<file path="src/rtl/ups_pkg.sv">
// Shared constants, types and helper functions for the unicycle pose step pipeline.
package ups_pkg;

    // Number of CORDIC rotation cells (8 to 30)
    localparam int CORDIC_STAGES = 16;

    localparam int DATA_W  = 32;              // Q16.16 signals
    localparam int T_W     = 24;              // Q8.16 sample interval
    localparam int IN_W    = 5 * DATA_W;      // slave tdata width
    localparam int OUT_W   = 3 * DATA_W;      // master tdata width
    localparam int PROD_W  = DATA_W + T_W + 1;
    localparam int M_W     = 41;              // interval * velocity, Q16.16
    localparam int XY_W    = 34;              // CORDIC x/y, Q2.30 with headroom
    localparam int Z_W     = 34;              // CORDIC angle, Q2.30 with headroom
    localparam int SHAMT_W = 5;
    localparam int QUO_W   = 14;              // quotient of heading / (2*pi)
    localparam int RED_W   = 20;              // reduced angle, Q4.16
    localparam int HI_W    = (M_W - 15) + XY_W;
    localparam int LO_W    = 16 + XY_W;
    localparam int SUM_W   = HI_W + 16;
    localparam int D_W     = SUM_W - 30;

    // Pipeline bookkeeping
    localparam int PIPE_DEPTH = CORDIC_STAGES + 10;
    localparam int SIDE_DEPTH = CORDIC_STAGES + 4;

    localparam logic [T_W-1:0] SAMPLE_INTERVAL_RST = 24'd6554;

    // Angle reduction constants
    localparam logic [DATA_W-1:0] TWO_PI_Q16  = 32'd411775;
    localparam logic [63:0]       RECIP_RAW   = (64'd1 << 50) / 64'd411775;
    localparam logic [DATA_W-1:0] TWO_PI_RECIP = RECIP_RAW[DATA_W-1:0];
    localparam logic [63:0]       OFS_RAW     = (64'd1 << 31) % 64'd411775;
    localparam logic [RED_W-1:0]  TWO_PI_R    = 20'd411775;
    localparam logic [RED_W-1:0]  OFS_R       = OFS_RAW[RED_W-1:0];
    localparam logic [RED_W-1:0]  M_MINUS_OFS = TWO_PI_R - OFS_R;

    localparam logic signed [RED_W-1:0] TWO_PI_S  = 20'sd411775;
    localparam logic signed [RED_W-1:0] PI_S      = 20'sd205887;
    localparam logic signed [RED_W-1:0] HALF_PI_S = 20'sd102944;

    localparam logic signed [XY_W-1:0] CORDIC_GAIN = 34'sd652032874;

    typedef struct packed {
        logic signed [XY_W-1:0] x;
        logic signed [XY_W-1:0] y;
        logic signed [Z_W-1:0]  z;
        logic                   neg;
    } cordic_t;

    typedef struct packed {
        logic signed [DATA_W-1:0] x_pos;
        logic signed [DATA_W-1:0] y_pos;
        logic signed [M_W-1:0]    travel;
        logic signed [DATA_W-1:0] heading_next;
    } side_t;

    // atan(2^-k) in Q2.30, rounded to nearest
    function automatic logic signed [Z_W-1:0] atan_q30(input int k);
        logic signed [Z_W-1:0] a;
        case (k)
            0:  a = 34'sd843314857;
            1:  a = 34'sd497837829;
            2:  a = 34'sd263043837;
            3:  a = 34'sd133525159;
            4:  a = 34'sd67021687;
            5:  a = 34'sd33543516;
            6:  a = 34'sd16775851;
            7:  a = 34'sd8388437;
            8:  a = 34'sd4194283;
            9:  a = 34'sd2097149;
            10: a = 34'sd1048576;
            11: a = 34'sd524288;
            12: a = 34'sd262144;
            13: a = 34'sd131072;
            14: a = 34'sd65536;
            15: a = 34'sd32768;
            16: a = 34'sd16384;
            17: a = 34'sd8192;
            18: a = 34'sd4096;
            19: a = 34'sd2048;
            20: a = 34'sd1024;
            21: a = 34'sd512;
            22: a = 34'sd256;
            23: a = 34'sd128;
            24: a = 34'sd64;
            25: a = 34'sd32;
            26: a = 34'sd16;
            27: a = 34'sd8;
            28: a = 34'sd4;
            29: a = 34'sd2;
            default: a = '0;
        endcase
        return a;
    endfunction

    // Clamp to the signed 32-bit range
    function automatic logic signed [DATA_W-1:0] sat32(input logic signed [63:0] v);
        logic signed [DATA_W-1:0] r;
        if (v > 64'sd2147483647)
        begin
            r = 32'sh7FFF_FFFF;
        end
        else if (v < -64'sd2147483648)
        begin
            r = 32'sh8000_0000;
        end
        else
        begin
            r = v[DATA_W-1:0];
        end
        return r;
    endfunction

endpackage

</file>
<file path="src/rtl/ups_cordic_cell.sv">
// One rotation-mode CORDIC cell: a single micro-rotation and its output register.
module ups_cordic_cell (
    input  logic                              clk,
    input  logic                              en,
    input  logic [ups_pkg::SHAMT_W-1:0]       shamt,
    input  logic signed [ups_pkg::Z_W-1:0]    atan,
    input  ups_pkg::cordic_t                  cin,
    output ups_pkg::cordic_t                  cout
);

    logic signed [ups_pkg::XY_W-1:0] xi;
    logic signed [ups_pkg::XY_W-1:0] yi;
    logic signed [ups_pkg::Z_W-1:0]  zi;
    logic signed [ups_pkg::XY_W-1:0] xs;
    logic signed [ups_pkg::XY_W-1:0] ys;
    ups_pkg::cordic_t                cell_next;
    ups_pkg::cordic_t                cell_reg;

    assign xi = cin.x;
    assign yi = cin.y;
    assign zi = cin.z;
    assign xs = xi >>> shamt;
    assign ys = yi >>> shamt;

    // Rotate toward zero residual angle; both updates use the old x and y
    always_comb
    begin
        cell_next.neg = cin.neg;
        if (!zi[ups_pkg::Z_W-1])
        begin
            cell_next.x = xi - ys;
            cell_next.y = yi + xs;
            cell_next.z = zi - atan;
        end
        else
        begin
            cell_next.x = xi + ys;
            cell_next.y = yi - xs;
            cell_next.z = zi + atan;
        end
    end

    always_ff @(posedge clk)
    begin
        if (en)
        begin
            cell_reg <= cell_next;
        end
    end

    assign cout = cell_reg;

endmodule

</file>
<file path="config.mk">
export PLATFORM = sky130hd
export DESIGN_NAME = ups_cordic_cell
export DESIGN_NICKNAME = d
export VERILOG_FILES = /design/src/rtl/ups_pkg.sv /design/src/rtl/ups_cordic_cell.sv
export SDC_FILE = /design/constraint.sdc
export NUM_CORES = 1
export LEC_CHECK = 0
export CAP_MARGIN = 20
export CORE_UTILIZATION = 55
export DETAILED_ROUTE_END_ITERATION = 10
export DONT_BUFFER_PORTS = 1
export PLACE_DENSITY = 0.7
export SLEW_MARGIN = 20
export SYNTH_ARGS = -nofsm -noshare
export SYNTH_HDL_FRONTEND = slang
export SYNTH_SLANG_ARGS = --single-unit
</file>
<file path="constraint.sdc">
create_clock -name clk -period 9.1 [get_ports clk]
set_input_delay 2.73 -clock clk [delete_from_list [all_inputs] [get_ports clk]]
set_output_delay 2.73 -clock clk [all_outputs]
set_load 0.03 [all_outputs]
</file>
[Word level (Yosys, flattened, before mapping)]
Index checks and enable logic that the tools add are counted.
Storage, ports and cells
  bits in registers: 103
  input bits: 144
  output and inout bits: 103
  logic and storage cells: 13
Cells by class
  add/subtract/negate cells: 6
  shift operators: 2
  mux-type cells: 1
Operators by type and width (count)
  $add A34 B34 Y34: 3
  $mux W102: 1
  $sub A34 B34 Y34: 3
  $sshr A34 B5 Y34: 2

[Depth between registers and ports, before layout]
  depth in word-level cells: 3
  depth in mapped cells: 26
  gate-level depth less buffers: 22

[Worst setup path after synthesis]
Ideal clock, no wire load.
  path type: input to register
  start: in shamt[1] (netlist name)
  end: reg cell_reg (netlist bit cout[68]), data pin
  library setup time: 260 ps
  arrival: 7408 ps
  data required time: 8840 ps
  slack: 1433 ps
  stages: 24
  path buffers: 3
  cell sequence: buf_6 -> buf_6 -> buf_6 -> mux4_2 -> a32oi_1 -> o21ai_0 -> a211oi_1 -> ha_1 -> nand3_1 -> or2_2 -> nor2_1 -> a21oi_1 -> xor2_1 -> ha_1 -> a21oi_1 -> o21ai_0 -> a21o_1 -> a221o_1 -> nor4_1 -> o21ai_0 -> a21oi_1 -> o21a_1 -> o21ai_0 -> xnor2_1
RTL lines
  start, declared: RTL line ups_cordic_cell.sv:5  | input logic [ups_pkg::SHAMT_W-1:0] shamt,
  end signal, assigned: RTL line ups_cordic_cell.sv:47  | cell_reg <= cell_next;
  end, declared: RTL line ups_cordic_cell.sv:17  | ups_pkg::cordic_t cell_reg;

==> impl_metrics.yaml <==
status:
  run_status: "completed"
place:
  io_buffers: 0
  dp_cells: 1889
  place.gp.congestion: 1.08
  dpl.hpwl_um: 35900
timing:
  fmax_mhz: 123
  worst_hold_slack_ns: 2.45
  fin_crit_sh_pct: 89.6
  tightestPinTransition_ns: 0.996
  final.setup.tns_ns: 0
  slew_violations: 0
  setup_viol: 0
  period_minus_slack_ns: 8.15
  rsz0062_at_grt: "no"
  hold_viol: 0
  slew_headroom_pct: 33.3
global_route:
  grt_first_pass_wirelength_um: 71600
  antenna_found_initial: 0
  track_usage_pct: 34.2
  grt_max_degree: 111
  gr-total-overflow: 0
  grt_pass1_vias: 12727
final_layout:
  final_cell_count_no_fill: 1904
  final_cell_mix: "a21oi_1, nor2_1, nand2_1, edfxtp_1, ha_1"
  largest_register_ffs: 103
  insertedDiodeCount: 0
  final_nets: 1814
  drive_gt1_share_pct: 10.6
  syn_to_final_growth_pct: 2.83
  final_common_cell: "a21oi_1"
synthesis:
  synth_edf_count: 103
  ys_ff_latch: 103
  yosysSeqAreaShare_pct: 21.1
  yosys_warnings: 0
  avgSynthCellArea_sq_um: 9.06
  synth_cells: 1616
  synth_top_area_share_pct: 21.1
  synth_area_sq_mm: 0.0146
  ys_async_sr_fraction_pct: 0
  synth_top_area_cell: "edfxtp_1"
  yosys-top-cells-area: "edfxtp_1, mux4_2, ha_1"
  synth_nets: 1865
  yosys_most_used_dff: "edfxtp_1"
  synth_cell_types: 91
clocking:
  clk_path_buf_depth: 2
  tritoncts: "yes"
  root_buffer: "clkbuf_16"
  cts_sinks: 103
  cts_buffers: 9
  post_cts_resized: 0
  cts.clk_slew.worst_paths_ns: 0.08
  postCtsHoldBufs: 0
  cts_setup_buffers: 0
  htreeDepth: 3
die:
  dieHeight_um: 165
  die_w_um: 165
  io_pins: 247
  num_rows: 59
  initial_utilization_pct: 56.2
  fp.coreArea_sq_mm: 0.0261
  die_area_sq_mm: 0.0273
power:
  peakVddDrop_mv: 0.115
  power.density_mw_per_mm2: 168
  finalPower_w: 0.00253
  p_leak_nw: 5.91
routing:
  via_count: 13458
  drt_first_pass_iters: 7
  drc: 0
  drt_iter0_markers: 1650
  vias_per_cell: 7.07
  postRouteAntennaNets: 0
  routed_wl_um: 47500
  wl_per_cell_um: 24.9
worst_setup_path:
  cpPeakStageDelay_ns: 0.61
  cp-startpoint: "shamt[3]"
  crit_chain: "clkinv_1, a21boi_0, o21ai_1, a221oi_2, nand4_1, or4_4, nor4_4, o21bai_1, a22oi_1, ha_1, and3_1, nand4_1, a211oi_1, nor4_1, o21ai_0, a21oi_1, o21a_1, o21ai_0, xnor2_1"
  endpoint_kind: "flop"
  crit_type: "primary input to flop"
  cp.required_ns: 9.22
  worstPathMaxFanout: 60
  start_kind: "primary input"
  slowest_stage: "clkinv_1"
  crit_arrival_ns: 8.27
run:
  cap_violations: 0
hold_path:
  hold_start: "cin[0]"
  holdPathEnd: "cout[0]"
  holdPathStages: 0
  min_path_type: "primary input to flop"
-- routing by layer --
| metal | wire length, um | track usage, % |
|---|---|---|
| met1 | 18300 | 42.7 |
| met2 | 22300 | 56.6 |
| met3 | 5070 | 7.42 |
| met4 | 1830 | 14.4 |
| met5 | 0 | 0 |
-- cells by family after synthesis --
| group | count (synthesis) | share of synthesized area [%] |
|---|---|---|
| compound gates | 511 | 22.6 |
| simple gates | 438 | 14.7 |
| xor+xnor | 183 | 10.9 |
| mux | 156 | 17.6 |
| buf+inv | 120 | 3.89 |
| fa+ha+maj | 105 | 9.12 |
| flops | 103 | 21.1 |
-- worst max-delay path by stage --
stage               end  slack [ns]  cells after the start
6_report       cout[68]        0.95                     19
5_1_grt        cout[68]        0.63                     19
4_1_cts        cout[68]        1.11                     19
3_5_place_dp   cout[68]        0.75                     19
3_3_place_gp   cout[67]        0.87                     20
2_1_floorplan  cout[68]        1.43                     24
-- layout make-up --
type / count / area, sq um
Clock buffer: 9 / 225
Clock inverter: 6 / 56.3
Fill cell: 2355 / 11000
Inverter: 42 / 158
Multi-Input combinational cell: 1393 / 11000
Sequential cell: 103 / 3090
Tap cell: 335 / 419
Timing Repair Buffer: 16 / 120
-- Yosys cell counts, drive strengths merged (4+ instances only) --
master and number:
a22oi 8, a31o 6, nor3b 4, o21bai 9
nor2b 25, and3 23, a21boi 9, a32oi 4
mux4 78, inv 41, o31ai 7, a211o 5
ha 102, nand4 10, xnor2 99, a22o 6
nand2b 25, a221o 4, a221oi 12, buf 42
a21o 62, nor4 9, clkbuf 36, nor3 24
o22ai 21, xor2 84, a41oi 4, edfxtp 103
o221ai 5, nand3 23, and2 19, or2 10
mux2i 46, o21a 16, nor2 128, a21oi 169
o21ai 79, a211oi 17, and4 4, o211ai 10
nand2 116, a31oi 24, mux2 32
-- where the power goes --
part	total [W]	internal, W	switching [W]
Combinational	0.00111	0.000498	0.000607
Clock	0.000404	0.000190	0.000214
Sequential	0.00102	0.000719	0.000303
-- critical path, delay by kind of cell --
family | cells | cell delay (ns)
AOI/OAI and AO/OA | 10 | 2.60
and+or+nand+nor | 6 | 1.83
xor gates and xnor gates | 1 | 0.09
buffers and inverters | 1 | 0.61
adders and majority gates | 1 | 0.35
-- stage by stage --
step	worst slack, ns	util (%)	cell area, sq um
final	0.949	57.8	15100
after floorplan	1.43	-	14600
after CTS	1.11	57.8	15100
after global placement	0.873	56.7	14800
after global routing	0.631	57.8	15100
after detailed placement	0.748	56.7	14800
Power figures use the tool's default switching activity.
