`src/rtl/ups_pkg.sv`:
```
// Shared constants, types and helper functions for the unicycle pose step pipeline.
package ups_pkg;

    // Number of CORDIC rotation cells (8 to 30)
    localparam int CORDIC_STAGES = 16;

    localparam int DATA_W  = 32;              // Q16.16 signals
    localparam int T_W     = 24;              // Q8.16 sample interval
    localparam int IN_W    = 5 * DATA_W;      // slave tdata width
    localparam int OUT_W   = 3 * DATA_W;      // master tdata width
    localparam int PROD_W  = DATA_W + T_W + 1;
    localparam int M_W     = 41;              // interval * velocity, Q16.16
    localparam int XY_W    = 34;              // CORDIC x/y, Q2.30 with headroom
    localparam int Z_W     = 34;              // CORDIC angle, Q2.30 with headroom
    localparam int SHAMT_W = 5;
    localparam int QUO_W   = 14;              // quotient of heading / (2*pi)
    localparam int RED_W   = 20;              // reduced angle, Q4.16
    localparam int HI_W    = (M_W - 15) + XY_W;
    localparam int LO_W    = 16 + XY_W;
    localparam int SUM_W   = HI_W + 16;
    localparam int D_W     = SUM_W - 30;

    // Pipeline bookkeeping
    localparam int PIPE_DEPTH = CORDIC_STAGES + 10;
    localparam int SIDE_DEPTH = CORDIC_STAGES + 4;

    localparam logic [T_W-1:0] SAMPLE_INTERVAL_RST = 24'd6554;

    // Angle reduction constants
    localparam logic [DATA_W-1:0] TWO_PI_Q16  = 32'd411775;
    localparam logic [63:0]       RECIP_RAW   = (64'd1 << 50) / 64'd411775;
    localparam logic [DATA_W-1:0] TWO_PI_RECIP = RECIP_RAW[DATA_W-1:0];
    localparam logic [63:0]       OFS_RAW     = (64'd1 << 31) % 64'd411775;
    localparam logic [RED_W-1:0]  TWO_PI_R    = 20'd411775;
    localparam logic [RED_W-1:0]  OFS_R       = OFS_RAW[RED_W-1:0];
    localparam logic [RED_W-1:0]  M_MINUS_OFS = TWO_PI_R - OFS_R;

    localparam logic signed [RED_W-1:0] TWO_PI_S  = 20'sd411775;
    localparam logic signed [RED_W-1:0] PI_S      = 20'sd205887;
    localparam logic signed [RED_W-1:0] HALF_PI_S = 20'sd102944;

    localparam logic signed [XY_W-1:0] CORDIC_GAIN = 34'sd652032874;

    typedef struct packed {
        logic signed [XY_W-1:0] x;
        logic signed [XY_W-1:0] y;
        logic signed [Z_W-1:0]  z;
        logic                   neg;
    } cordic_t;

    typedef struct packed {
        logic signed [DATA_W-1:0] x_pos;
        logic signed [DATA_W-1:0] y_pos;
        logic signed [M_W-1:0]    travel;
        logic signed [DATA_W-1:0] heading_next;
    } side_t;

    // atan(2^-k) in Q2.30, rounded to nearest
    function automatic logic signed [Z_W-1:0] atan_q30(input int k);
        logic signed [Z_W-1:0] a;
        case (k)
            0:  a = 34'sd843314857;
            1:  a = 34'sd497837829;
            2:  a = 34'sd263043837;
            3:  a = 34'sd133525159;
            4:  a = 34'sd67021687;
            5:  a = 34'sd33543516;
            6:  a = 34'sd16775851;
            7:  a = 34'sd8388437;
            8:  a = 34'sd4194283;
            9:  a = 34'sd2097149;
            10: a = 34'sd1048576;
            11: a = 34'sd524288;
            12: a = 34'sd262144;
            13: a = 34'sd131072;
            14: a = 34'sd65536;
            15: a = 34'sd32768;
            16: a = 34'sd16384;
            17: a = 34'sd8192;
            18: a = 34'sd4096;
            19: a = 34'sd2048;
            20: a = 34'sd1024;
            21: a = 34'sd512;
            22: a = 34'sd256;
            23: a = 34'sd128;
            24: a = 34'sd64;
            25: a = 34'sd32;
            26: a = 34'sd16;
            27: a = 34'sd8;
            28: a = 34'sd4;
            29: a = 34'sd2;
            default: a = '0;
        endcase
        return a;
    endfunction

    // Clamp to the signed 32-bit range
    function automatic logic signed [DATA_W-1:0] sat32(input logic signed [63:0] v);
        logic signed [DATA_W-1:0] r;
        if (v > 64'sd2147483647)
        begin
            r = 32'sh7FFF_FFFF;
        end
        else if (v < -64'sd2147483648)
        begin
            r = 32'sh8000_0000;
        end
        else
        begin
            r = v[DATA_W-1:0];
        end
        return r;
    endfunction

endpackage

```
`src/rtl/ups_reduce.sv`:
```
// Heading reduction modulo 2*pi and quadrant fold, five pipeline stages.
module ups_reduce (
    input  logic                                clk,
    input  logic                                en,
    input  logic signed [ups_pkg::DATA_W-1:0]   heading,
    output ups_pkg::cordic_t                    cord
);

    // Stage a: offset to unsigned, estimate quotient by reciprocal
    logic [ups_pkg::DATA_W-1:0] hu_next;
    logic [63:0]                prod;
    logic [ups_pkg::DATA_W-1:0] hu_a_reg;
    logic [ups_pkg::QUO_W-1:0]  q_reg;

    assign hu_next = {~heading[ups_pkg::DATA_W-1], heading[ups_pkg::DATA_W-2:0]};
    assign prod    = 64'(hu_next) * 64'(ups_pkg::TWO_PI_RECIP);

    always_ff @(posedge clk)
    begin
        if (en)
        begin
            hu_a_reg <= hu_next;
            q_reg    <= prod[63:64-ups_pkg::QUO_W];
        end
    end

    // Stage b: remainder estimate, in [0, 4*pi)
    logic [ups_pkg::DATA_W-1:0] qm;
    logic [ups_pkg::DATA_W-1:0] diff;
    logic [ups_pkg::RED_W-1:0]  r1_reg;

    assign qm   = ups_pkg::DATA_W'(q_reg) * ups_pkg::TWO_PI_Q16;
    assign diff = hu_a_reg - qm;

    always_ff @(posedge clk)
    begin
        if (en)
        begin
            r1_reg <= diff[ups_pkg::RED_W-1:0];
        end
    end

    // Stage c: one correction step into [0, 2*pi)
    logic [ups_pkg::RED_W-1:0] r2_next;
    logic [ups_pkg::RED_W-1:0] r2_reg;

    assign r2_next = (r1_reg >= ups_pkg::TWO_PI_R) ? r1_reg - ups_pkg::TWO_PI_R : r1_reg;

    always_ff @(posedge clk)
    begin
        if (en)
        begin
            r2_reg <= r2_next;
        end
    end

    // Stage d: remove the 2^31 offset, modulo 2*pi
    logic [ups_pkg::RED_W-1:0] r3_next;
    logic [ups_pkg::RED_W-1:0] r3_reg;

    assign r3_next = (r2_reg >= ups_pkg::OFS_R) ? r2_reg - ups_pkg::OFS_R
                                                : r2_reg + ups_pkg::M_MINUS_OFS;

    always_ff @(posedge clk)
    begin
        if (en)
        begin
            r3_reg <= r3_next;
        end
    end

    // Stage e: fold into [-pi/2, pi/2], flag the sign flip
    logic signed [ups_pkg::RED_W-1:0] rs;
    logic signed [ups_pkg::RED_W-1:0] rw;
    logic signed [ups_pkg::RED_W-1:0] rf;
    logic                             neg;
    ups_pkg::cordic_t                 cord_next;
    ups_pkg::cordic_t                 cord_reg;

    always_comb
    begin
        rs  = $signed(r3_reg);
        rw  = (rs > ups_pkg::PI_S) ? rs - ups_pkg::TWO_PI_S : rs;
        rf  = rw;
        neg = 1'b0;
        if (rw > ups_pkg::HALF_PI_S)
        begin
            rf  = rw - ups_pkg::PI_S;
            neg = 1'b1;
        end
        else if (rw < -ups_pkg::HALF_PI_S)
        begin
            rf  = rw + ups_pkg::PI_S;
            neg = 1'b1;
        end
        cord_next.x   = ups_pkg::CORDIC_GAIN;
        cord_next.y   = '0;
        cord_next.z   = {{(ups_pkg::Z_W-ups_pkg::RED_W){rf[ups_pkg::RED_W-1]}}, rf} << 14;
        cord_next.neg = neg;
    end

    always_ff @(posedge clk)
    begin
        if (en)
        begin
            cord_reg <= cord_next;
        end
    end

    assign cord = cord_reg;

endmodule

```
`config.mk`:
```
export PLATFORM = sky130hd
export DESIGN_NAME = ups_reduce
export DESIGN_NICKNAME = d
export VERILOG_FILES = /design/src/rtl/ups_pkg.sv /design/src/rtl/ups_reduce.sv
export SDC_FILE = /design/constraint.sdc
export NUM_CORES = 1
export LEC_CHECK = 0
export BUFFER_PORTS_ARGS = -buffer_cell sky130_fd_sc_hd__buf_2
export CAP_MARGIN = 40
export CORE_UTILIZATION = 55
export CTS_CLUSTER_SIZE = 10
export DETAILED_ROUTE_END_ITERATION = 12
export PLACE_DENSITY = 0.73
export SYNTH_ARGS = -nofsm -noshare
export SYNTH_HDL_FRONTEND = slang
export SYNTH_SLANG_ARGS = --single-unit
```
`constraint.sdc`:
```
create_clock -name clk -period 11.49 [get_ports clk]
set_input_delay 2.298 -clock clk [delete_from_list [all_inputs] [get_ports clk]]
set_output_delay 2.298 -clock clk [all_outputs]
set_load 0.03 [all_outputs]
```
## Yosys cells after proc, flatten, opt, wreduce, memory -nomap -nowiden

Index checks and enable logic that the tools add are counted.

| word-level totals | value |
|---|---|
| register bits | 115 |
| latch bits | 0 |
| bits in writable memories | 0 |
| ROM bits | 0 |
| input bits | 34 |
| output and inout bits | 103 |
| memories | 0 |

| operators by class | value |
|---|---|
| add/subtract/negate cells | 7 |
| $mul | 2 |
| div/mod/pow operators | 0 |
| order comparisons | 5 |
| equality and inequality tests | 0 |
| shifts and indexed selects | 0 |
| mux-type cells | 6 |
| bitwise gates (word level) | 1 |
| reductions and logical operators | 0 |

Operators with widths:

| operator | count |
|---|---|
| 20-bit 2-to-1 mux | 5 |
| 32-bit by 30-bit multiplier with 62-bit output, second input constant | 1 |
| 20-bit by 19-bit adder with 20-bit output, second input constant | 2 |
| 20-bit by 19-bit subtractor with 20-bit output, second input constant | 2 |
| 20-bit by 17-bit greater-or-equal comparator with 1-bit output, second input constant | 1 |
| 20-bit by 19-bit greater-or-equal comparator with 1-bit output, second input constant | 1 |
| 20-bit by 18-bit > comparator with 1-bit output, second input constant | 1 |
| 20-bit by 19-bit > comparator with 1-bit output, second input constant | 1 |
| 20-bit by 18-bit < comparator with 1-bit output, second input constant | 1 |
| 14-bit by 19-bit multiplier with 20-bit output, second input constant | 1 |
| 20-bit by 17-bit subtractor with 20-bit output, second input constant | 1 |
| 20-bit subtractor | 1 |
| 20-bit subtractor, second input constant | 1 |
| 1-bit 2-to-1 mux | 1 |
| 1-bit NOT | 1 |

## Depth between registers and ports, before layout

Gate-level depths: netlist of the first run.

| logic depth | value |
|---|---|
| depth in word-level cells | 5 |
| gate-level depth with buffers | 25 |
| mapped depth without buffers | 25 |

## Worst setup path before layout of the first run

No wires, ideal clock.

| path | value |
|---|---|
| kind | input port to flip-flop |
| start point | input heading[14] in the netlist's numbering |
| end point | register q_reg[12] in the netlist's numbering, data pin |
| setup time | 262 ps |
| arrival | 9057 ps |
| setup slack | 2171 ps |
| cell stages on the path | 24 |
| cell sequence | inv_1 > fa_1 > fa_1 > inv_1 > fa_1 > inv_1 > fa_1 > inv_1 > fa_1 > fa_1 > fa_1 > inv_1 > fa_1 > inv_1 > ha_1 > nand3_1 > or3_1 > a2111oi_0 > o21ai_0 > a31o_2 > a211oi_1 > nor2_1 > o31ai_1 > xnor2_1 |

| on the way | value |
|---|---|
| cells in the longest elaborated chain, start to end | 1 |

Ends and longest elaborated chain:

| what | RTL line | text |
|---|---|---|
| start, declared | ups_reduce.sv:5 | `input logic signed [ups_pkg::DATA_W-1:0] heading,` |
| 32-bit by 30-bit multiplier with 62-bit output | ups_reduce.sv:16 | `assign prod = 64'(hu_next) * 64'(ups_pkg::TWO_PI_RECIP);` |
| net prod[62] | ups_reduce.sv:11 | `logic [63:0] prod;` |
| end signal, assigned | ups_reduce.sv:23 | `q_reg <= prod[63:64-ups_pkg::QUO_W];` |
| end, declared | ups_reduce.sv:13 | `logic [ups_pkg::QUO_W-1:0] q_reg;` |

The timed path passes the listed nets, and every way through them passes these cells.
A chain may end at the register's enable or synchronous reset.

## Worst setup path after layout of the first run

| path | value |
|---|---|
| start point | input heading[15] in the netlist's numbering |
| end point | register q_reg[11] in the netlist's numbering, data pin |

Same word-level chain as after synthesis.

==> impl_metrics.json, run 1 <==
{
  "grt_overflow": 0,
  "worstSetupEndpoint": "q_reg[11]",
  "period_minus_slack_ns": 9.92,
  "synth_largest_area_cell": "fa_1",
  "num_vias": 16759,
  "avgViaCountPerCell": 5.38,
  "io_buffers": 54,
  "cpPeakStageDelay_ns": 0.69,
  "ys.flop_type": "edfxtp_1",
  "clk_pin_slew_ns": 0.06,
  "htreeDepth": 4,
  "antenna_found_initial": 1,
  "path_cells": "buf_2, inv_1, fa_1, fa_1, fa_1, fa_1, inv_1, fa_1, fa_1, fa_1, inv_1, fa_1, inv_1, ha_1, nand3_1, or3_1, a2111oi_1, buf_4, o21ai_0, a31o_2, a211oi_1, nand2_1, mux2i_1, a221oi_1",
  "insertion_delay_ns": 0.44,
  "synth_cell_types": 76,
  "slew-limit-headroom_pct": 38.3,
  "r2r-end": "r1_reg[19]",
  "worstHoldStart": "r1_reg[13]",
  "seq_area_frac_synth_pct": 13.6,
  "root_buffer": "clkbuf_16",
  "fin_skew_ns": 0.00981,
  "cpMostUsedCell": "fa_1",
  "grtUsageTotal_pct": 27.7,
  "synth_area_leaders": "fa_1, ha_1, edfxtp_1",
  "ios": 137,
  "die_area_mm2": 0.0471,
  "rsz0062_at_grt": "no",
  "hold_path.class": "flop to flop",
  "syn-cell-area_mm2": 0.0254,
  "syn_to_final_growth_pct": 4.84,
  "grt_pass1_wl_mm": 97.5,
  "maxCapViolCount": 0,
  "fmax_ghz": 0.101,
  "coreArea_mm2": 0.0455,
  "cts_setup_buffers": 0,
  "diodes": 0,
  "drive_gt1_share_pct": 4.69,
  "cp_slowest_cell": "fa_1",
  "clk_path_buf_depth": 2,
  "grt_start_max_net_pins": 63,
  "cts_buffers": 17,
  "finalHoldViolCount": 0,
  "nNetsFinal": 3401,
  "ys_ff_latch": 115,
  "critical_path.top_delay_family": "adder cells",
  "syn_inst": 2449,
  "fin_tns_setup_ns": 0,
  "cp.arrival_ns": 10.16,
  "worst_slew_pin_slew_ns": 0.919,
  "die_h_um": 217,
  "grt_pass1_vias": 17886,
  "tritoncts": "built",
  "die_w_um": 217,
  "critical_path_depth": 24,
  "num_rows": 78,
  "yosysTopAreaCellShare_pct": 36.8,
  "final_antenna_net_count": 0,
  "cts.repair.resized": 0,
  "largest_reg_flops": 21,
  "ctsHoldBuffers": 0,
  "required_ns": 11.74,
  "synth_common_cells": "inv_1, fa_1, ha_1",
  "synth.most_common_cell": "inv_1",
  "cts_sinks": 115,
  "gp_congestion": 1.02,
  "drc": 0,
  "routed_wirelength_mm": 61.4,
  "reg2reg_slack_ns": 5.15,
  "avgSynthCellArea_um2": 10.4,
  "endpoint_kind": "flop",
  "hpwl_mm": 55.1,
  "worstPathMaxFanout": 4,
  "startpoint_type": "input pin",
  "synth_edf_count": 115,
  "drt-wirelength-per-cell_um": 19.7,
  "worstSetupPathType": "input pin to flop",
  "timing.final.max_slew_violations": 0,
  "worst-path-buf-inv": 6,
  "drt_iter0_markers": 1071,
  "critPathLaunch": "heading[15]",
  "first_pass_iters": 5,
  "async_reset_ff_share_pct": 0,
  "setup_viol": 0,
  "status": "complete, no violations",
  "yosys_warnings": 0,
  "nFillCells": 3865,
  "initial_utilization_pct": 55.9,
  "worstRegToRegCells": 20,
  "period_share_pct": 86.3,
  "r2r-start": "q_reg[0]"
}
per-stage QoR:
stage	utilization, %	instance area, um2	hold slack (ns)	worst slack [ns]	instances
floorplan	-	25700	0.541	2.17	2529
global placement	57.3	26000	0.553	1.31	3082
detailed placement	57.3	26100	0.568	1.19	3086
CTS	58.6	26600	0.583	1.62	3115
global route	58.6	26600	0.616	1.20	3115
finish	58.6	26600	0.578	1.57	3115
per-layer routing:
layer / track usage (%) / up-vias / part of all wire (%)
met5: 0 / - / 0.021
met3: 6.01 / 153 / 6.9
met1: 34.4 / 8357 / 40
li1: - / 7683 / -
met2: 45.4 / 564 / 48
met4: 14.8 / 2 / 5.6
kinds of logic (layout without fill, tap and decap cells):
logic type / count (synthesis) / in the layout / synth area share, %
xor+xnor: 114 / 114 / 3.93
other cells: 2 / 82 / 0.0296
simple gates: 267 / 267 / 5.20
compound gates: 268 / 268 / 7.18
mux: 15 / 15 / 0.606
buf+inv: 806 / 792 / 13.2
flops: 115 / 115 / 13.6
fa+ha+maj: 862 / 862 / 56.3
worst min path at each step:
stage | cells after the start | to | slack, ns
5_1_grt | 1 | r2_reg[13] | 0.62
6_report | 1 | r2_reg[13] | 0.58
4_1_cts | 1 | r2_reg[13] | 0.58
3_3_place_gp | 1 | r2_reg[4] | 0.55
3_5_place_dp | 1 | r2_reg[13] | 0.57
2_1_floorplan | 1 | r2_reg[4] | 0.54
area by class of cell:
type,instances,area (um2),share of cell area (%)
Multi-Input combinational cell,1608,18900,70.9
Sequential cell,115,3450,13.0
Inverter,700,2630,9.86
Tap cell,600,751,2.82
Clock buffer,18,429,1.61
Timing Repair Buffer,63,338,1.27
Clock inverter,11,140,0.526
layout by cell type, fill, tap and decap left out, types with 7 or more instances in the layout:
| master | instances |
|---|---|
| inv_1 | 698 |
| fa_1 | 467 |
| ha_1 | 395 |
| edfxtp_1 | 115 |
| conb_1 | 82 |
| xnor2_1 | 78 |
| nand2_1 | 67 |
| a21oi_1 | 65 |
| nor2_1 | 65 |
| buf_2 | 54 |
| o21ai_0 | 48 |
| xor2_1 | 36 |
| nand3_1 | 30 |
| a21o_1 | 26 |
| nand4_1 | 18 |
| nor3_1 | 17 |
| clkbuf_16 | 17 |
| mux2i_1 | 12 |
| a211oi_1 | 12 |
| o31ai_1 | 11 |
| nand2b_1 | 10 |
| and3_1 | 9 |
| o211ai_1 | 9 |
| buf_4 | 9 |
| o21bai_1 | 7 |
| nor2b_1 | 7 |
| nor4_1 | 7 |
Power of run 1 is not shown: default switching activity piles up to over one toggle a cycle in this logic, so the estimate is an artifact.
==> inputs of run 2 (changes only) <==
Settings changed: CTS_BUF_LIST from default to sky130_fd_sc_hd__clkbuf_2.
==> run 2 against run 1 <==
Against the previous run:
- maximum frequency up 4.3%
- critical path depth unchanged
- final cell count about the same
- die area unchanged
- register-to-register slack worse by 0.02 ns
- clock skew up 0.041 ns
- via count down 0.32%
- sequential cell count unchanged
- global-route usage down 0.11 points
- final area down 1.3%
- first-iteration DRC count up 13%
- sequential share of layout area up 0.17 points
- critical path type unchanged
- largest cell class unchanged
- highest routed layer unchanged
==> impl_metrics.json, run 2 (synthesis gave the netlist of run 1 again) <==
{
  "cts_sinks": 115,
  "finalHoldViolCount": 0,
  "die_h_um": 217,
  "antenna_found_initial": 2,
  "rsz0062_at_grt": "no",
  "grtUsageTotal_pct": 27.6,
  "grt_pass1_vias": 17848,
  "nNetsFinal": 3401,
  "path_cells": "buf_2, inv_1, fa_1, fa_1, fa_1, fa_1, inv_1, fa_1, fa_1, fa_1, inv_1, fa_1, inv_1, ha_1, nand3_1, or3_1, a2111oi_1, buf_4, o21ai_0, a31o_2, a211oi_1, nand2_1, mux2i_1, a221oi_1",
  "clk_pin_slew_ns": 0.20,
  "period_share_pct": 82.7,
  "worstPathMaxFanout": 4,
  "required_ns": 12.10,
  "insertion_delay_ns": 0.80,
  "drt-wirelength-per-cell_um": 19.6,
  "slew-limit-headroom_pct": 38.5,
  "cts_setup_buffers": 0,
  "initial_utilization_pct": 55.9,
  "die_w_um": 217,
  "hpwl_mm": 55.1,
  "num_vias": 16706,
  "grt_pass1_wl_mm": 97.0,
  "maxCapViolCount": 0,
  "worst_slew_pin_slew_ns": 0.916,
  "startpoint_type": "input pin",
  "drc": 0,
  "tritoncts": "built",
  "cpPeakStageDelay_ns": 0.68,
  "cts.repair.resized": 0,
  "final_antenna_net_count": 0,
  "ctsHoldBuffers": 0,
  "final_cell_mix": "inv_1, fa_1, ha_1, edfxtp_1, conb_1",
  "cts_buffers": 17,
  "fin_skew_ns": 0.0508,
  "final_common_cell": "inv_1",
  "largest_reg_flops": 21,
  "ios": 137,
  "root_buffer": "clkbuf_2",
  "routed_wirelength_mm": 61.1,
  "grt_start_max_net_pins": 63,
  "fmax_ghz": 0.105,
  "period_minus_slack_ns": 9.51,
  "endpoint_kind": "flop",
  "status": "complete, no violations",
  "cpMostUsedCell": "fa_1",
  "timing.final.max_slew_violations": 0,
  "clk_path_buf_depth": 2,
  "drive_gt1_share_pct": 4.73,
  "gp_congestion": 1.02,
  "grt_overflow": 0,
  "fin_tns_setup_ns": 0,
  "syn_to_final_growth_pct": 3.52,
  "die_area_mm2": 0.0471,
  "avgViaCountPerCell": 5.36,
  "htreeDepth": 4,
  "hold_path.class": "flop to flop",
  "worstSetupPathType": "input pin to flop",
  "io_buffers": 54,
  "drt_iter0_markers": 1211,
  "num_rows": 78,
  "first_pass_iters": 7,
  "cp_slowest_cell": "fa_1",
  "cp.arrival_ns": 10.12,
  "coreArea_mm2": 0.0455,
  "setup_viol": 0
}
run 2: cell types whose count changed in the layout (fill, tap and decap cells not counted), sizes merged:
cell | before | now
diode | 0 | 1
run 2: metrics by stage:
step | hold WS [ns] | cell area (um2) | util [%] | std cells | setup slack [ns]
finish | 0.606 | 26300 | 57.8 | 3116 | 1.98
global route | 0.636 | 26300 | 57.8 | 3116 | 1.67
CTS | 0.608 | 26300 | 57.8 | 3115 | 2.04
detailed placement | 0.568 | 26100 | 57.3 | 3086 | 1.19
global placement | 0.553 | 26000 | 57.3 | 3082 | 1.31
floorplan | 0.541 | 25700 | - | 2529 | 2.17
run 2: per-layer routing:
| layer | share of wire (%) | wire length (um) | vias to the layer above | GRT usage (%) |
|---|---|---|---|---|
| met3 | 6.9 | 4230 | 143 | 6.18 |
| met4 | 5.5 | 3370 | 2 | 14.3 |
| met5 | 0.021 | 13 | - | 0.417 |
| met1 | 40 | 24400 | 8314 | 34.2 |
| met2 | 48 | 29200 | 572 | 45.3 |
| li1 | - | - | 7675 | - |
run 2: critical path, delay by kind of cell:
family / cells / cell delay (ns)
compound gates: 5 / 1.56
simple gates: 3 / 0.76
buf+inv: 6 / 0.74
fa+ha+maj: 9 / 4.59
mux: 1 / 0.15
run 2: layout make-up:
cell class	count	area, um2
fill	3918	19200
clock buffer	18	90.1
antenna	1	2.50
tap	600	751
clock inverter	11	140
sequential	115	3450
inverter	700	2630
multi-input combinational	1608	18900
timing repair buffer	63	338
run 2: path summary, 6_finish.rpt:
| path | startpoint | to | slack (ns) | depth (start not counted) |
|---|---|---|---|---|
| worst max-delay path | heading[15] | q_reg[11] | 1.98 | 24 |
| worst min-delay path | r1_reg[13] | r2_reg[13] | 0.61 | 1 |
| worst max register to register | q_reg[0] | r1_reg[19] | 5.13 | 20 |
| worst min register to register | r1_reg[13] | r2_reg[13] | 0.61 | 1 |
Power of run 2 is left out for the same reason.
